**src/design/lmrsd_pkg.sv**
```systemverilog
`default_nettype none

package lmrsd_pkg;

  // Chain and frame geometry.
  localparam int unsigned MAX_MODULES = 4;
  localparam int unsigned ROWS        = 8;
  localparam int unsigned DEV_W       = $clog2(MAX_MODULES);
  localparam int unsigned ROW_W       = $clog2(ROWS);
  localparam int unsigned ADDR_W      = DEV_W + ROW_W;
  localparam int unsigned DEPTH       = MAX_MODULES * ROWS;
  localparam int unsigned COUNT_W     = 3;

  // Command codes.
  localparam logic CMD_SET_ROW = 1'b0;
  localparam logic CMD_CLEAR   = 1'b1;

  // Fixed bytes of the clear sequence.
  localparam logic [7:0] BYTE_ONES  = 8'hFF;
  localparam logic [7:0] BYTE_ZEROS = 8'h00;

  // Sequencer states.
  typedef enum logic [2:0] {
    ST_IDLE,
    ST_WRITE,
    ST_SEL,
    ST_DATA,
    ST_CLR_HI,
    ST_CLR_LO
  } state_t;

  // One byte handed to the serializer, with a flag for the final byte.
  typedef struct packed {
    logic       valid;
    logic [7:0] bits;
    logic       tail;
  } byte_req_t;

  // Frame store access from the sequencer.
  typedef struct packed {
    logic              wr_en;
    logic [ADDR_W-1:0] wr_addr;
    logic [7:0]        wr_data;
    logic              rd_en;
    logic [ADDR_W-1:0] rd_addr;
  } store_req_t;

  // Active-low one-hot row select.
  function automatic logic [7:0] row_select(input logic [ROW_W-1:0] r);
    logic [7:0] onehot;
    onehot = 8'h01 << r;
    return ~onehot;
  endfunction

endpackage

`default_nettype wire

```
**src/design/lmrsd_ifs.sv**
```systemverilog
`default_nettype none

// Input word channel.
interface lmrsd_in_if;
  logic                          valid;
  logic                          ready;
  logic                          command;
  logic [lmrsd_pkg::DEV_W-1:0]   device;
  logic [lmrsd_pkg::ROW_W-1:0]   row;
  logic [7:0]                    row_data;

  modport source (output valid, command, device, row, row_data, input ready);
  modport sink   (input valid, command, device, row, row_data, output ready);
endinterface

// Output word channel, one word per shifted bit.
interface lmrsd_out_if;
  logic valid;
  logic ready;
  logic serial_bit;
  logic last;

  modport source (output valid, serial_bit, last, input ready);
  modport sink   (input valid, serial_bit, last, output ready);
endinterface

// Configuration write channel for the chain length register.
interface lmrsd_cfg_if;
  logic                          valid;
  logic                          ready;
  logic [lmrsd_pkg::COUNT_W-1:0] device_count;

  modport source (output valid, device_count, input ready);
  modport sink   (input valid, device_count, output ready);
endinterface

`default_nettype wire

```
**src/design/lmrsd_frame_store.sv**
```systemverilog
`default_nettype none

module lmrsd_frame_store (
  input  wire logic                         clk,
  input  wire logic                         rst,
  input  wire lmrsd_pkg::store_req_t        req,
  output logic [7:0]                        rd_data
);

  logic [7:0]                  mem [lmrsd_pkg::DEPTH];
  logic [lmrsd_pkg::DEPTH-1:0] filled;

  // Row byte memory; entries never written read as zero.
  always_ff @(posedge clk) begin
    if (req.wr_en) begin
      mem[req.wr_addr] <= req.wr_data;
    end
    if (req.rd_en) begin
      rd_data <= filled[req.rd_addr] ? mem[req.rd_addr] : 8'h00;
    end
  end

  // Per-entry written flags, cleared by reset.
  always_ff @(posedge clk) begin
    if (rst) begin
      filled <= '0;
    end else if (req.wr_en) begin
      filled[req.wr_addr] <= 1'b1;
    end
  end

endmodule

`default_nettype wire

```
**src/design/lmrsd_serializer.sv**
```systemverilog
`default_nettype none

module lmrsd_serializer (
  input  wire logic                  clk,
  input  wire logic                  rst,
  input  wire lmrsd_pkg::byte_req_t  ld,
  output logic                       ld_ready,
  lmrsd_out_if.source                out_ch
);

  logic       busy;
  logic [7:0] sh;
  logic [2:0] cnt;
  logic       tail;
  logic       bit_taken;
  logic       final_bit;

  assign final_bit = (cnt == 3'd7);
  assign bit_taken = busy && out_ch.ready;
  assign ld_ready  = !busy || (out_ch.ready && final_bit);

  // Shift register, LSB leaves first; a new byte loads as the old one ends.
  always_ff @(posedge clk) begin
    if (rst) begin
      busy <= 1'b0;
      cnt  <= '0;
    end else if (ld.valid && ld_ready) begin
      busy <= 1'b1;
      cnt  <= '0;
    end else if (bit_taken) begin
      cnt <= cnt + 3'd1;
      if (final_bit) begin
        busy <= 1'b0;
      end
    end
  end

  // Payload of the shift register.
  always_ff @(posedge clk) begin
    if (ld.valid && ld_ready) begin
      sh   <= ld.bits;
      tail <= ld.tail;
    end else if (bit_taken) begin
      sh <= {1'b0, sh[7:1]};
    end
  end

  assign out_ch.valid      = busy;
  assign out_ch.serial_bit = sh[0];
  assign out_ch.last       = tail && final_bit;

endmodule

`default_nettype wire

```
**src/design/led_matrix_row_shift_driver_unit.sv**
```systemverilog
// LED matrix row shift driver.
// in_ch carries command words: a set-row word stores row_data for (device, row)
// in the frame store and then shifts, for each chained module from the last to
// the first, the active-low row-select byte and that module's stored row byte.
// A clear word shifts 0xFF then 0x00. Each out_ch word is one bit, LSB first;
// last marks the final bit of a command.
// cfg sets device_count (0 acts as 1, above 4 acts as 4) and is always ready;
// write it only while no command is in flight.
// A set-row word goes from idle through a frame-store write state before its
// select byte is loaded; a clear word loads 0xFF straight from idle. Throughput
// is one bit per cycle while out_ch is ready, through the 8-bit output shift
// register, so a set-row word shifts 16 bits per chained module (16 to 64) and
// a clear word 16 bits; the next word is taken while the previous one is still
// shifting and its bytes follow without a gap. When out_ch stalls the shift
// register holds its bit and the sequencer waits. Reset empties the frame store
// (all rows read as zero), sets device_count to 1 and drops any word in flight.
`default_nettype none

module led_matrix_row_shift_driver_unit (
  input  wire logic   clk,
  input  wire logic   rst,
  lmrsd_in_if.sink    in_ch,
  lmrsd_out_if.source out_ch,
  lmrsd_cfg_if.sink   cfg
);

  lmrsd_pkg::state_t                state, state_next;
  logic [lmrsd_pkg::DEV_W-1:0]      m, m_next;
  logic [lmrsd_pkg::DEV_W-1:0]      m_start;
  logic [lmrsd_pkg::DEV_W-1:0]      dev_q;
  logic [lmrsd_pkg::ROW_W-1:0]      row_q;
  logic [7:0]                       data_q;
  logic [lmrsd_pkg::COUNT_W-1:0]    device_count;
  lmrsd_pkg::byte_req_t             ld;
  lmrsd_pkg::store_req_t            sreq;
  logic                             ld_ready;
  logic [7:0]                       rd_data;
  logic                             in_take;

  // Chain length register.
  assign cfg.ready = 1'b1;
  always_ff @(posedge clk) begin
    if (rst) begin
      device_count <= lmrsd_pkg::COUNT_W'(1);
    end else if (cfg.valid) begin
      device_count <= cfg.device_count;
    end
  end

  // Index of the last module in the chain, clamped to the valid range.
  always_comb begin
    if (device_count == '0) begin
      m_start = '0;
    end else if (device_count > lmrsd_pkg::COUNT_W'(lmrsd_pkg::MAX_MODULES)) begin
      m_start = lmrsd_pkg::DEV_W'(lmrsd_pkg::MAX_MODULES - 1);
    end else begin
      m_start = lmrsd_pkg::DEV_W'(device_count - lmrsd_pkg::COUNT_W'(1));
    end
  end

  assign in_ch.ready = (state == lmrsd_pkg::ST_IDLE);
  assign in_take     = in_ch.valid && in_ch.ready;

  // Captured word fields.
  always_ff @(posedge clk) begin
    if (in_take) begin
      dev_q  <= in_ch.device;
      row_q  <= in_ch.row;
      data_q <= in_ch.row_data;
    end
  end

  // Sequencer state and module counter.
  always_ff @(posedge clk) begin
    if (rst) begin
      state <= lmrsd_pkg::ST_IDLE;
      m     <= '0;
    end else begin
      state <= state_next;
      m     <= m_next;
    end
  end

  // Next state, byte requests and frame store accesses.
  always_comb begin
    state_next   = state;
    m_next       = m;
    ld.valid     = 1'b0;
    ld.bits      = lmrsd_pkg::BYTE_ZEROS;
    ld.tail      = 1'b0;
    sreq.wr_en   = 1'b0;
    sreq.wr_addr = {dev_q, row_q};
    sreq.wr_data = data_q;
    sreq.rd_en   = 1'b0;
    sreq.rd_addr = {m, row_q};
    unique case (state)
      lmrsd_pkg::ST_IDLE: begin
        if (in_take) begin
          m_next = m_start;
          if (in_ch.command == lmrsd_pkg::CMD_CLEAR) begin
            state_next = lmrsd_pkg::ST_CLR_HI;
          end else begin
            state_next = lmrsd_pkg::ST_WRITE;
          end
        end
      end
      lmrsd_pkg::ST_WRITE: begin
        sreq.wr_en = 1'b1;
        state_next = lmrsd_pkg::ST_SEL;
      end
      lmrsd_pkg::ST_SEL: begin
        // The module's row byte is fetched while the select byte waits.
        sreq.rd_en = 1'b1;
        ld.valid   = 1'b1;
        ld.bits    = lmrsd_pkg::row_select(row_q);
        if (ld_ready) begin
          state_next = lmrsd_pkg::ST_DATA;
        end
      end
      lmrsd_pkg::ST_DATA: begin
        ld.valid = 1'b1;
        ld.bits  = rd_data;
        ld.tail  = (m == '0);
        if (ld_ready) begin
          if (m == '0) begin
            state_next = lmrsd_pkg::ST_IDLE;
          end else begin
            m_next     = m - lmrsd_pkg::DEV_W'(1);
            state_next = lmrsd_pkg::ST_SEL;
          end
        end
      end
      lmrsd_pkg::ST_CLR_HI: begin
        ld.valid = 1'b1;
        ld.bits  = lmrsd_pkg::BYTE_ONES;
        if (ld_ready) begin
          state_next = lmrsd_pkg::ST_CLR_LO;
        end
      end
      lmrsd_pkg::ST_CLR_LO: begin
        ld.valid = 1'b1;
        ld.bits  = lmrsd_pkg::BYTE_ZEROS;
        ld.tail  = 1'b1;
        if (ld_ready) begin
          state_next = lmrsd_pkg::ST_IDLE;
        end
      end
      default: begin
        state_next = lmrsd_pkg::ST_IDLE;
      end
    endcase
  end

  lmrsd_frame_store u_store (
    .clk     (clk),
    .rst     (rst),
    .req     (sreq),
    .rd_data (rd_data)
  );

  lmrsd_serializer u_ser (
    .clk      (clk),
    .rst      (rst),
    .ld       (ld),
    .ld_ready (ld_ready),
    .out_ch   (out_ch)
  );

endmodule

`default_nettype wire

```
**src/flat_wrapper.sv**
```systemverilog
// flat-port wrapper written by rule: the top's interface ports become plain ports
module led_matrix_row_shift_driver_unit_flat 
  (clk, rst, in_ch_valid, in_ch_command, in_ch_device, in_ch_row, in_ch_row_data, in_ch_ready, out_ch_valid, out_ch_serial_bit, out_ch_last, out_ch_ready, cfg_valid, cfg_device_count, cfg_ready);
  lmrsd_in_if in_ch_i ();
  lmrsd_out_if out_ch_i ();
  lmrsd_cfg_if cfg_i ();
  input  wire logic clk;
  input  wire logic rst;
  input wire logic [$bits(in_ch_i.valid)-1:0] in_ch_valid;
  input wire logic [$bits(in_ch_i.command)-1:0] in_ch_command;
  input wire logic [$bits(in_ch_i.device)-1:0] in_ch_device;
  input wire logic [$bits(in_ch_i.row)-1:0] in_ch_row;
  input wire logic [$bits(in_ch_i.row_data)-1:0] in_ch_row_data;
  output wire logic [$bits(in_ch_i.ready)-1:0] in_ch_ready;
  output wire logic [$bits(out_ch_i.valid)-1:0] out_ch_valid;
  output wire logic [$bits(out_ch_i.serial_bit)-1:0] out_ch_serial_bit;
  output wire logic [$bits(out_ch_i.last)-1:0] out_ch_last;
  input wire logic [$bits(out_ch_i.ready)-1:0] out_ch_ready;
  input wire logic [$bits(cfg_i.valid)-1:0] cfg_valid;
  input wire logic [$bits(cfg_i.device_count)-1:0] cfg_device_count;
  output wire logic [$bits(cfg_i.ready)-1:0] cfg_ready;
  assign in_ch_i.valid = in_ch_valid;
  assign in_ch_i.command = in_ch_command;
  assign in_ch_i.device = in_ch_device;
  assign in_ch_i.row = in_ch_row;
  assign in_ch_i.row_data = in_ch_row_data;
  assign in_ch_ready = in_ch_i.ready;
  assign out_ch_valid = out_ch_i.valid;
  assign out_ch_serial_bit = out_ch_i.serial_bit;
  assign out_ch_last = out_ch_i.last;
  assign out_ch_i.ready = out_ch_ready;
  assign cfg_i.valid = cfg_valid;
  assign cfg_i.device_count = cfg_device_count;
  assign cfg_ready = cfg_i.ready;
  led_matrix_row_shift_driver_unit u_core (.clk(clk), .rst(rst), .in_ch(in_ch_i), .out_ch(out_ch_i), .cfg(cfg_i));
endmodule
```
**config.mk**
```make
export PLATFORM = sky130hd
export DESIGN_NAME = led_matrix_row_shift_driver_unit_flat
export DESIGN_NICKNAME = d
export VERILOG_FILES = /design/src/design/lmrsd_pkg.sv /design/src/design/lmrsd_ifs.sv /design/src/design/lmrsd_frame_store.sv /design/src/design/lmrsd_serializer.sv /design/src/design/led_matrix_row_shift_driver_unit.sv /design/src/flat_wrapper.sv
export SDC_FILE = /design/constraint.sdc
export NUM_CORES = 1
export LEC_CHECK = 0
export ABC_AREA = 1
export BUFFER_PORTS_ARGS = -buffer_cell sky130_fd_sc_hd__buf_2
export CAP_MARGIN = 40
export CORE_MARGIN = 1.5
export CORE_UTILIZATION = 62
export DETAILED_ROUTE_END_ITERATION = 12
export GPL_ROUTABILITY_DRIVEN = 0
export HOLD_SLACK_MARGIN = 0.08
export PLACE_DENSITY_LB_ADDON = 0.05
export SETUP_SLACK_MARGIN = 0.1
export SYNTH_ARGS = -nofsm -noshare
export SYNTH_HDL_FRONTEND = slang
export SYNTH_SLANG_ARGS = --single-unit
```
**constraint.sdc**
```tcl
create_clock -name clk -period 2.8 [get_ports clk]
set_input_delay 0.14 -clock clk [delete_from_list [all_inputs] [get_ports clk]]
set_output_delay 0.14 -clock clk [all_outputs]
set_load 0.02 [all_outputs]
```
# Word level (Yosys, flattened, before mapping)
# Memory sizes are Yosys's and may differ from the RTL's. A register that Yosys moved wholly into a read port is not among the register bits.
# Cells that the tools add are included.
[totals] register_bits=66 mem_bits_rw=256 input_bits=22 wordCells=82 memories=1
[op_classes] add_sub_neg=3 order_cmp=4 eq_ne=12 n_shift=1 mux=29 bitwise_logic=2 n_reduce_logical=19
[mem_list] name="u_core.u_store.mem" words=32 word_bits=8 read_ports=1 rd_clocked_by_memory_dff=1 wr=1 line_no="lmrsd_frame_store.sv:10" text="logic [7:0] mem [lmrsd_pkg::DEPTH];"
[op_table] cell="$pmux W9 S4" n=1
[op_table] cell="$or A32 B32 Y32" n=1
[op_table] cell="$mux W3" n=6
[op_table] cell="$pmux W3 S6" n=1
[op_table] cell="$mux W8" n=2
[op_table] cell="$lt A5 B6 Y1 const B" n=2
[op_table] cell="$mux W2" n=6
[op_table] cell="$ne A2 B2 Y1 const B" n=6
[op_table] cell="$eq A3 B3 Y1 const B" n=3
[op_table] cell="$mux W1" n=9
[op_table] cell="$not A8 Y8" n=1
[op_table] cell="$shl A1 B3 Y8 const A" n=1
[op_table] cell="$eq A3 B2 Y1 const B" n=2
[op_table] cell="$logic_and A1 B1 Y1" n=6
[op_table] cell="$logic_not A3 Y1" n=2
[op_table] cell="$reduce_bool A2 Y1" n=3
[op_table] cell="$bmux W1 S5" n=1
[op_table] cell="$demux W1 S5" n=1
[op_table] cell="$ge A5 B1 Y1 const B" n=1
[op_table] cell="$reduce_and A5 Y1" n=1
[op_table] cell="$pmux W2 S2" n=1
[op_table] cell="$reduce_and A4 Y1" n=1
[op_table] cell="$sub A2 B1 Y2 const B" n=2
[op_table] cell="$add A3 B1 Y3 const B" n=1
[op_table] cell="8 further kinds" n=9

# Depth between registers and ports, before layout
# Gate-level depths: netlist of run 1.
[logic_depth] word_depth=6 depth_mapped=12 ltp_nobuf=10

# By module
# A second synthesis of run 1 with hierarchy kept.
[hier_totals] cells_unflattened=1428 hier_area_um2=14107.3
[modules_own_cells] module="lmrsd_frame_store" n_inst=1 cells_each=1218 area_per_inst_um2=12390.6 seq_area_each_um2=8568.2
[modules_own_cells] module="led_matrix_row_shift_driver_unit" n_inst=1 cells_each=143 area_per_inst_um2=1103.6 seq_area_each_um2=550.5
[modules_own_cells] module="lmrsd_serializer" n_inst=1 cells_each=67 area_per_inst_um2=613.1 seq_area_each_um2=350.3

# Least setup slack after synthesis of run 1
# OpenSTA, ideal clock, no wires.
[synth_timing] kind="reg-to-reg" startpoint="reg u_core.state[1]" endpoint="reg u_core.data_q[0], enable pin" setup_time_ns=0.417 arrival_time_ns=1.811 slack_ns=0.572 stages_incl_launch_ff=3 n_path_buf=1 path_cell_list="dfxtp_1 buf_2 nor4_1"
[synth_between] elab_chain_len=2
[synth_lines] element="from (decl)" line_no="led_matrix_row_shift_driver_unit.sv:27" text="lmrsd_pkg::state_t state, state_next;"
[synth_lines] element="from (signal assigned)" line_no="led_matrix_row_shift_driver_unit.sv:76" text="state <= lmrsd_pkg::ST_IDLE;"
[synth_lines] element="from (signal assigned)" line_no="led_matrix_row_shift_driver_unit.sv:79" text="state <= state_next;"
[synth_lines] element="$logic_not A3 Y1" line_no="led_matrix_row_shift_driver_unit.sv:61" text="assign in_ch.ready = (state == lmrsd_pkg::ST_IDLE);"
[synth_lines] element="$logic_and A1 B1 Y1" line_no="led_matrix_row_shift_driver_unit.sv:62" text="assign in_take = in_ch.valid && in_ch.ready;"
[synth_lines] element="net u_core.in_take" line_no="led_matrix_row_shift_driver_unit.sv:38" text="logic in_take;"
[synth_lines] element="to (signal assigned)" line_no="led_matrix_row_shift_driver_unit.sv:69" text="data_q <= in_ch.row_data;"
[synth_lines] element="to (decl)" line_no="led_matrix_row_shift_driver_unit.sv:32" text="logic [7:0] data_q;"
# The timed path passes the listed nets, and every way through them passes these cells.
# A chain may end at the register's enable or synchronous reset.

# Worst setup path in the final report of run 1
[layout_timing] startpoint="reg u_core.row_q[1] in the netlist's numbering" endpoint="reg u_core.u_store.rd_data[7] (read register of u_core.u_store.mem), data pin"
[layout_between] elab_chain_len=3
[layout_lines] element="from (decl)" line_no="led_matrix_row_shift_driver_unit.sv:31" text="logic [lmrsd_pkg::ROW_W-1:0] row_q;"
[layout_lines] element="from (signal assigned)" line_no="led_matrix_row_shift_driver_unit.sv:68" text="row_q <= in_ch.row;"
[layout_lines] element="$bmux W1 S5" line_no="lmrsd_frame_store.sv:19" text="rd_data <= filled[req.rd_addr] ? mem[req.rd_addr] : 8'h00;"
[layout_lines] element="$mux W1 (not written as such)" line_no="lmrsd_frame_store.sv:19"
[layout_lines] element="$logic_not A1 Y1 (no source line)"
[layout_lines] element="to (decl)" line_no="lmrsd_frame_store.sv:7" text="output logic [7:0] rd_data"
# Parallel ways exist; a longest one is shown, timed or not. The select of a mux whose other input is x is not followed.

==> results.md, run 1 <==
* Status: completed
* Max_cap viols at 0
* Yosys reg bits at 330
* # DRC at 0
* R2r setup slk at about 0.56 ns
* Delay-heaviest family, CP: simple AND/OR/NAND/NOR gates
* Post-DRT Antenna Nets at 0
* GRT Util Overall at 0.2944
* Wire per inst at between 15 and 20 µm
* Placed Cells at ~1600
* Final instance area at 15680 µm²
* Rows at 54
* Tmin final at 2.237 ns
* Cell taking the most area after synthesis: edfxtp_1
* WHS Path Cells at 5
* Port Buffers at 25
* Hpwl dp at 19870 µm
* Final setup TNS at 0 ns
* Synth Flop Type: edfxtp_1
* Top-count cell post-synth: nand2_1
* Vias/cell at 5.668
* WP data required at ~3.1 ns
* PwrDens at 874.1 nW/µm²
* Hold Vio Cnt, Final at 0
* Cells on worst reg2reg path at 8
* Slew headroom at 0.5520
* Diode count at 0
* Dominant cells by area after synthesis: edfxtp_1, nand2_1, dfxtp_1
* Total gr overflow at 0
* Avg Inst Size Synth at between 10 and 15 µm²
* # H-tree levels at 2
* Finished Core Util at 0.7187
* Synthesis-to-finish area growth at 14.03%
* Vias in the first global route at 9420
* Crit path max fanout at 26
* Yosys top cell area share at 0.6244
* Crit share post-route at 0.7990
* Clock latency at the later pin of the worst-skew pair at 0.52 ns
* Final slew viol count at 0
* Setup Skew at between 0.02 and 0.03 ns
* Placed cell area at 14340 µm²
* Leak at 0.006242 µW
* Hold wc startpoint: in_ch_valid
* CTS sink count at between 300 and 400
* CP Cell Sequence: inv_2 > buf_4 > nand2_1 > nand3_1 > nand3_1 > nand3_1 > nand2_2 > nor2_1
* Min-Delay Endpoint: u_core.state[2]
* Slowest CP cell: edfxtp_1
* Post-synth top cells: nand2_1, edfxtp_1, nand3_1, nor2_1, dfxtp_1
* Layout cell share with drive strength beyond 1 at 0.1090
* CP endpoint kind: flip-flop
* Worst VDD drop at 0.7483 mV
* Via count at slightly below 10000
* Most frequent CP cell: nand3_1
* Netlist cell types at 34
* IO Pins at 27
* CTS Buf Count at 35
* Initial DRT Pass Iterations at 5
* Final Non-Filler Cells at roughly 1700
* Syn_nets at 1358
* Final-layout fill cell count at 1585
* Initial antenna violation count at 0
* Startpoint class of the critical path: flip-flop
* Synthesized cell area at between 10000 and 15000 µm²
* Global-route wire length before repair at 52500 µm
* Starting Density at 0.6303
* Synth warn at 0
* Pin slew with the least headroom to its limit at 0.6720 ns
* Seq/Total Area, Yosys at 0.6884
* Clock transition at path regs at 0.06 ns
* Critical path type: reg -> reg
* Clock Path Buffers at 3
* Die Height at about 150 µm
* Number of synthesized flops with an enable pin at 286
* Largest incremental delay on the critical path at between 0.7 and 0.8 ns
* Setup violations, final at 0
* FF-to-FF End: u_core.u_store.rd_data[7]
* Hold Crit Class: in -> reg
* TritonCTS clock tree: yes
* Minimum hold slack at ~0.094 ns
* Drt total wl at 33270 µm
* Area of the die at between 20000 and 25000 µm²
* Crit path DAT at roughly 2.5 ns
* Largest net degree at the start of global routing at 64
* Core area at 21820 µm²
* Die width at 151.9 µm
* CP Buf/Inv Count at 2
* First DRT Iteration DRCs at 1031
* Async set-reset flop share out of synthesis at 0
* RSZ-0062 raised after global routing: no
* Critical R2R Launch: u_core.row_q[1]
* Gate Count Post-Synth at 1332
* Root Driver: clkbuf_16
* Max Freq at 447.0 MHz
* Nets at about 1400
==> cells in the final DEF, fill, tap and decap left out, types with 2 or more instances in the layout <==
cell	count
inv_1	31
nand2_1	578
buf_2	25
clkinvlp_4	4
nor2_1	121
a21oi_1	11
clkinv_2	7
buf_4	57
clkbuf_1	7
o22ai_1	2
o21ai_0	15
nand2_2	3
nand3_1	124
nand4_1	19
bufinv_16	2
buf_12	4
dfxtp_1	44
clkinv_1	6
clkbuf_16	37
edfxtp_1	286
ha_1	4
nor3_1	6
inv_2	10
dlygate4sd3_1	24
==> timing repair <==
item	in CTS	in global routing
buffers inserted	0	0
hold endpoints to repair	19	0
hold buffers	24	0
resized for setup	0	0
==> metrics by stage <==
step | power, µW | setup slack (ns)
CTS | 13720 | 0.5839
floorplan | 8262 | 0.5721
finish | 13710 | 0.5627
detailed placement | 9296 | 0.6411
global placement | 9241 | 0.6414
global route | 14270 | 0.4203
==> cell families after synthesis <==
family / count (synthesis) / synth area share
compound gates: 33 / 0.01337
xor+xnor: 1 / 0.0006369
fa+ha+maj: 4 / 0.003639
buf+inv: 106 / 0.04094
flops: 330 / 0.6884
other cells: 1 / 0.0002726
simple gates: 857 / 0.2527
==> where the power goes <==
part           switching (µW)  internal (µW)  total [µW]
registers                 195           5940        6140
logic                    2280            850        3130
clock network            1850           2600        4450
total                    4320           9390       13700
==> layout make-up <==
| class | instances | area (µm²) | share of cell area |
|---|---|---|---|
| well taps | 280 | 350.3 | 0.02234 |
| multi-input cells | 896 | 3729 | 0.2377 |
| inverters | 42 | 162.7 | 0.01037 |
| clock inverters | 19 | 147.6 | 0.009414 |
| flip-flops and latches | 330 | 9469 | 0.6037 |
| repair buffers | 110 | 873.3 | 0.05568 |
| clock buffers | 44 | 952.2 | 0.06071 |
==> how the worst max path moves through the flow <==
stage	from	endpoint	slack, ns	depth (start not counted)
floorplan	u_core.state[1]	u_core.data_q[0]	0.57	2
global placement	u_core.row_q[1]	u_core.u_store.rd_data[2]	0.64	8
detailed placement	u_core.row_q[1]	u_core.u_store.rd_data[7]	0.64	8
CTS	u_core.row_q[1]	u_core.u_store.rd_data[7]	0.58	8
global route	u_core.row_q[0]	u_core.u_store.rd_data[5]	0.42	10
finish	u_core.row_q[1]	u_core.u_store.rd_data[7]	0.56	8
==> per-layer routing <==
layer | up-vias | wire (µm) | track usage
li1 | 4610 | - | -
met1 | 4658 | 13450 | 0.4019
met2 | 406 | 16070 | 0.4827
met3 | 80 | 2538 | 0.04250
met4 | 0 | 1220 | 0.1151
met5 | - | 0 | 0
==> sequential cells by signal (all words and copies together), names as in the netlist <==
name                       flops
u_core.m                       2
u_core.u_ser.sh                8
u_core.device_count            3
u_core.u_ser.cnt               3
u_core.row_q                   3
u_core.data_q                  8
u_core.u_store.mem           256
u_core.u_ser.out_ch.valid      1
u_core.u_ser.tail              1
u_core.u_store.rd_data         8
u_core.dev_q                   2
u_core.state                   3
u_core.u_store.filled         32
==> worst reg2reg max path: stages, from the launching register on <==
cell and delay (ns):
edfxtp_1 0.74, inv_2 0.13, buf_4 0.28, nand2_1 0.13
nand3_1 0.15, nand3_1 0.15, nand3_1 0.12, nand2_2 0.21
nor2_1 0.08
Power figures use the tool's default switching activity.
==> run 2, diff against run 1 <==
--- a/config.mk
+++ b/config.mk
@@ -5,7 +5,7 @@
 export SDC_FILE = /design/constraint.sdc
 export NUM_CORES = 1
 export LEC_CHECK = 0
-export ABC_AREA = 1
+export ABC_AREA = 0
 export BUFFER_PORTS_ARGS = -buffer_cell sky130_fd_sc_hd__buf_2
 export CAP_MARGIN = 40
 export CORE_MARGIN = 1.5
==> constraint.sdc (replaced) <==
create_clock -name clk -period 2.17 [get_ports clk]
set_input_delay 0.1085 -clock clk [delete_from_list [all_inputs] [get_ports clk]]
set_output_delay 0.1085 -clock clk [all_outputs]
set_load 0.02 [all_outputs]
==> run 2 against run 1 <==
  * The flow now finishes with violations (negative setup slack)
  * Non-clock buffer count rose by 50
  * Global-route usage is 0.43 points higher
  * Flip-flop and latch count stayed put
  * Synthesized cell count shrank 45%
  * Cell count is 31% lower
  * Critical endpoint is now u_core.u_store.rd_data[3]
  * Design area up 2.8%
  * Sequential power is 19% higher
  * Hold slack gained 0.023 ns
  * First-iteration DRC count fell by 20%
  * Power up 10%
  * Largest power group unchanged
  * Combinational power decreased by 36%
==> results.md, run 2 <==
* Nets at 914 (was 1441)
* Adder and majority gate portion of the synthesized area at 0.003847 (was 0.003639)
* Synthesis-to-finish area growth at 23.90% (was 14.03%)
* Sw Ratio at 0.2373 (was 0.3150)
* Final Worst Setup Slack at -0.1236 ns (was 0.5627 ns)
* Diode count at 0 (unchanged)
* Crit share post-route at 1.057 (was 0.7990)
* Commonest non-fill, non-tap cell in the layout: edfxtp_1 (was nand2_1)
* Crit path max fanout at 8 (was 26)
* Gate Count Post-Synth at 733 (was 1332)
* Tmin final at 2.294 ns (was 2.237 ns)
* Via count at 7440 (was 9754)
* GRT Util Overall at 0.2986 (was 0.2944)
* Hpwl dp at 19590 µm (was 19870 µm)
* Minimum hold slack at 0.1169 ns (was 0.09392 ns)
* Post-synthesis mux area share at 0.1461 (was 0)
* # H-tree levels at 2 (unchanged)
* Cell taking the most area after synthesis: edfxtp_1 (unchanged)
* First DRT Iteration DRCs at 823 (was 1031)
* Root Driver: clkbuf_16 (unchanged)
* Drt total wl at 31870 µm (was 33270 µm)
* Synth Area in Compound Gates at 0.04395 (was 0.01337)
* Initial antenna violation count at 0 (unchanged)
* Net Sw Power at 3583 µW (was 4318 µW)
* Starting Density at 0.6369 (was 0.6303)
* IO Pins at 27 (unchanged)
* Max_cap viols at 0 (unchanged)
* Largest incremental delay on the critical path at 0.38 ns (was 0.74 ns)
* Status: complete, but fails checks (was completed)
* Cell internal pwr at 11510 µW (was 9391 µW)
* RSZ-0062 raised after global routing: yes (was no)
* Netlist cell types at 44 (was 34)
* Synthesized cell area at 13010 µm² (was 13750 µm²)
* Yosys top cell area share at 0.6601 (was 0.6244)
* Simple-gate share of the synthesized area at 0.05414 (was 0.2527)
* Slowest CP cell: edfxtp_1 (unchanged)
* CTS sink count at 330 (unchanged)
* Largest net degree at the start of global routing at 33 (was 64)
* Reg power frac at 0.486 (was 0.448)
* Slew headroom at 0.4247 (was 0.5520)
* Synth Flop Type: edfxtp_1 (unchanged)
* Die width at 147.9 µm (was 151.9 µm)
* Initial DRT Pass Iterations at 5 (unchanged)
* Critical path type: reg -> reg (unchanged)
* Yosys reg bits at 330 (unchanged)
* Wire per inst at 26.94 µm (was 19.33 µm)
* # DRC at 0 (unchanged)
* Seq/Total Area, Yosys at 0.7278 (was 0.6884)
* TritonCTS clock tree: yes (unchanged)
* Die Height at 147.9 µm (was 151.9 µm)
* Clock transition at path regs at 0.06 ns (about the same)
* Layout cell share with drive strength beyond 1 at 0.3308 (was 0.1090)
* Vias/cell at 6.289 (was 5.668)
* Startpoint class of the critical path: flip-flop (unchanged)
* PwrDens at 936.4 nW/µm² (was 874.1 nW/µm²)
* Core area at 20430 µm² (was 21820 µm²)
* Crit path DAT at 2.54 ns (was 2.49 ns)
* Async set-reset flop share out of synthesis at 0 (unchanged)
* Largest family of logic cells by synthesized area: multiplexers (was simple AND/OR/NAND/NOR gates)
* Port Buffers at 25 (unchanged)
* Largest reg by FF count: u_core.u_store.mem (unchanged)
* Final slew viol count at 0 (unchanged)
* Hold Crit Class: in -> reg (unchanged)
* Finished Core Util at 0.7891 (was 0.7187)
* Hold Vio Cnt, Final at 0 (unchanged)
* Top-count cell post-synth: edfxtp_1 (was nand2_1)
* Comb pwr share at 0.133 (was 0.228)
* Syn_nets at 759 (was 1358)
* Vias in the first global route at 7742 (was 9420)
* Leak at 0.005573 µW (was 0.006242 µW)
* Global-route wire length before repair at 46960 µm (was 52500 µm)
* Max reg flops at 256 (unchanged)
* Avg Inst Size Synth at 17.75 µm² (was 10.33 µm²)
* CP endpoint kind: flip-flop (unchanged)
* Clk pwr share at 0.382 (was 0.324)
* Violated checks: negative setup slack
* CTS Buf Count at 35 (unchanged)
* CP Cell Sequence: buf_6 > buf_12 > bufbuf_16 > buf_4 > mux2i_1 > o21ai_0 > o21ai_2 > buf_6 > nor2_1 (was inv_2 > buf_4 > nand2_1 > nand3_1 > nand3_1 > nand3_1 > nand2_2 > nor2_1)
* Setup Skew at 0.02004 ns (was 0.02654 ns)
* Most frequent cells in the layout: edfxtp_1, mux4_2, nand2_1, nor2_1, buf_4 (was nand2_1, edfxtp_1, nand3_1)
* Setup violations, final at 8 (was 0)
* Dominant cells by area after synthesis: edfxtp_1, mux4_2, dfxtp_1 (was edfxtp_1, nand2_1, dfxtp_1)
* Rows at 52 (was 54)
* Worst VDD drop at 0.8952 mV (was 0.7483 mV)
* Area of the die at 21860 µm² (was 23090 µm²)
* Clock latency at the later pin of the worst-skew pair at 0.51 ns (was 0.52 ns)
* Pin slew with the least headroom to its limit at 0.8598 ns (was 0.6720 ns)
* Total gr overflow at 0 (unchanged)
* Post-synth top cells: edfxtp_1, nor2_1, nand2_1, mux4_2, dfxtp_1 (was nand2_1, edfxtp_1, nand3_1, nor2_1, dfxtp_1)
* Synth warn at 0 (unchanged)
* Largest regs: u_core.u_store.mem: 256 flops, u_core.u_store.filled: 32 flops (unchanged)
* Most frequent CP cell: buf_6 (was nand3_1)
* Max Freq at 436.0 MHz (was 447.0 MHz)
* Clock Path Buffers at 3 (unchanged)
* Number of synthesized flops with an enable pin at 286 (unchanged)
* WP data required at 2.42 ns (was 3.05 ns)
* Synth Area in XOR/XNOR at 0.002019 (was 0.0006368)
* Post-DRT Antenna Nets at 0 (unchanged)
run 2: path summary, 6_finish.rpt:
path                             from                        end  slack, ns  cells past startpoint
max reg2reg           u_core.row_q[0]  u_core.u_store.rd_data[3]      -0.12                      9
min                       in_ch_valid            u_core.state[2]       0.12                      4
min reg2reg  u_core.u_store.filled[3]   u_core.u_store.filled[3]       0.47                      1
max                   u_core.row_q[0]  u_core.u_store.rd_data[3]      -0.12                      9
run 2: logic make-up after synthesis:
| kind of cell | after synthesis |
|---|---|
| DFF | 330 |
| and+or+nand+nor | 169 |
| muxes | 96 |
| AOI/OAI and AO/OA | 80 |
| buffers and inverters | 50 |
| adders and majority gates | 4 |
| xor gates and xnor gates | 3 |
| other | 1 |
run 2: worst max-delay path, delay by kind of cell, from the launching register on:
kind	cells	cell delay (ns)
buffers and inverters	5	0.84
multiplexers	1	0.32
flip-flops	1	0.38
AO/OA/AOI/OAI	2	0.43
AND/OR/NAND/NOR	1	0.05
run 2: per-layer routing:
metal / GRT usage / wire length [µm] / vias to the layer above
met5: 0 / 0 / -
met4: 0.1178 / 1190 / 0
met3: 0.05093 / 2458 / 68
met2: 0.4900 / 15970 / 368
met1: 0.4069 / 12250 / 3809
li1: - / - / 3195
run 2: area by class of cell:
cell class | instances | area (µm²)
timing repair buffer | 160 | 1663
clock inverter | 16 | 158.9
inverter | 8 | 30.03
tap | 270 | 337.8
multi-input combinational | 353 | 3525
fill | 1078 | 4309
sequential | 330 | 9469
clock buffer | 46 | 937.1
run 2: power by group through the flow:
| stage | Sequential [µW] | Clock (µW) | Combinational, µW |
|---|---|---|---|
| after floorplan | 7440 | 0 | 992 |
| after global placement | 7540 | 0 | 1440 |
| after detailed placement | 7460 | 0 | 1650 |
| after CTS | 7320 | 5800 | 1890 |
| after global routing | 7340 | 6060 | 2120 |
| final | 7330 | 5760 | 2000 |
run 2: what timing repair did:
action                                 4_1_cts  5_1_grt
setup endpoints to repair                  153      154
resized for setup                           48       70
gates cloned                                 3        7
setup buffers                                7        4
hold buffers                                24        0
pin swaps                                    9       14
endpoints found under the hold margin       24        0
run 2: through the flow:
step           setup TNS (ns)  area [µm²]  power (µW)  cells  setup WS [ns]
4_1_cts               -0.4288       15790       15010   1171       -0.05710
3_5_place_dp           -2.591       14110        9110   1075        -0.2231
6_report              -0.9220       16120       15100   1183        -0.1236
2_1_floorplan               0       13010        8431    733         0.1122
3_3_place_gp           -1.457       13940        8981   1067        -0.1386
5_1_grt                -1.277       16120       15520   1183        -0.1684
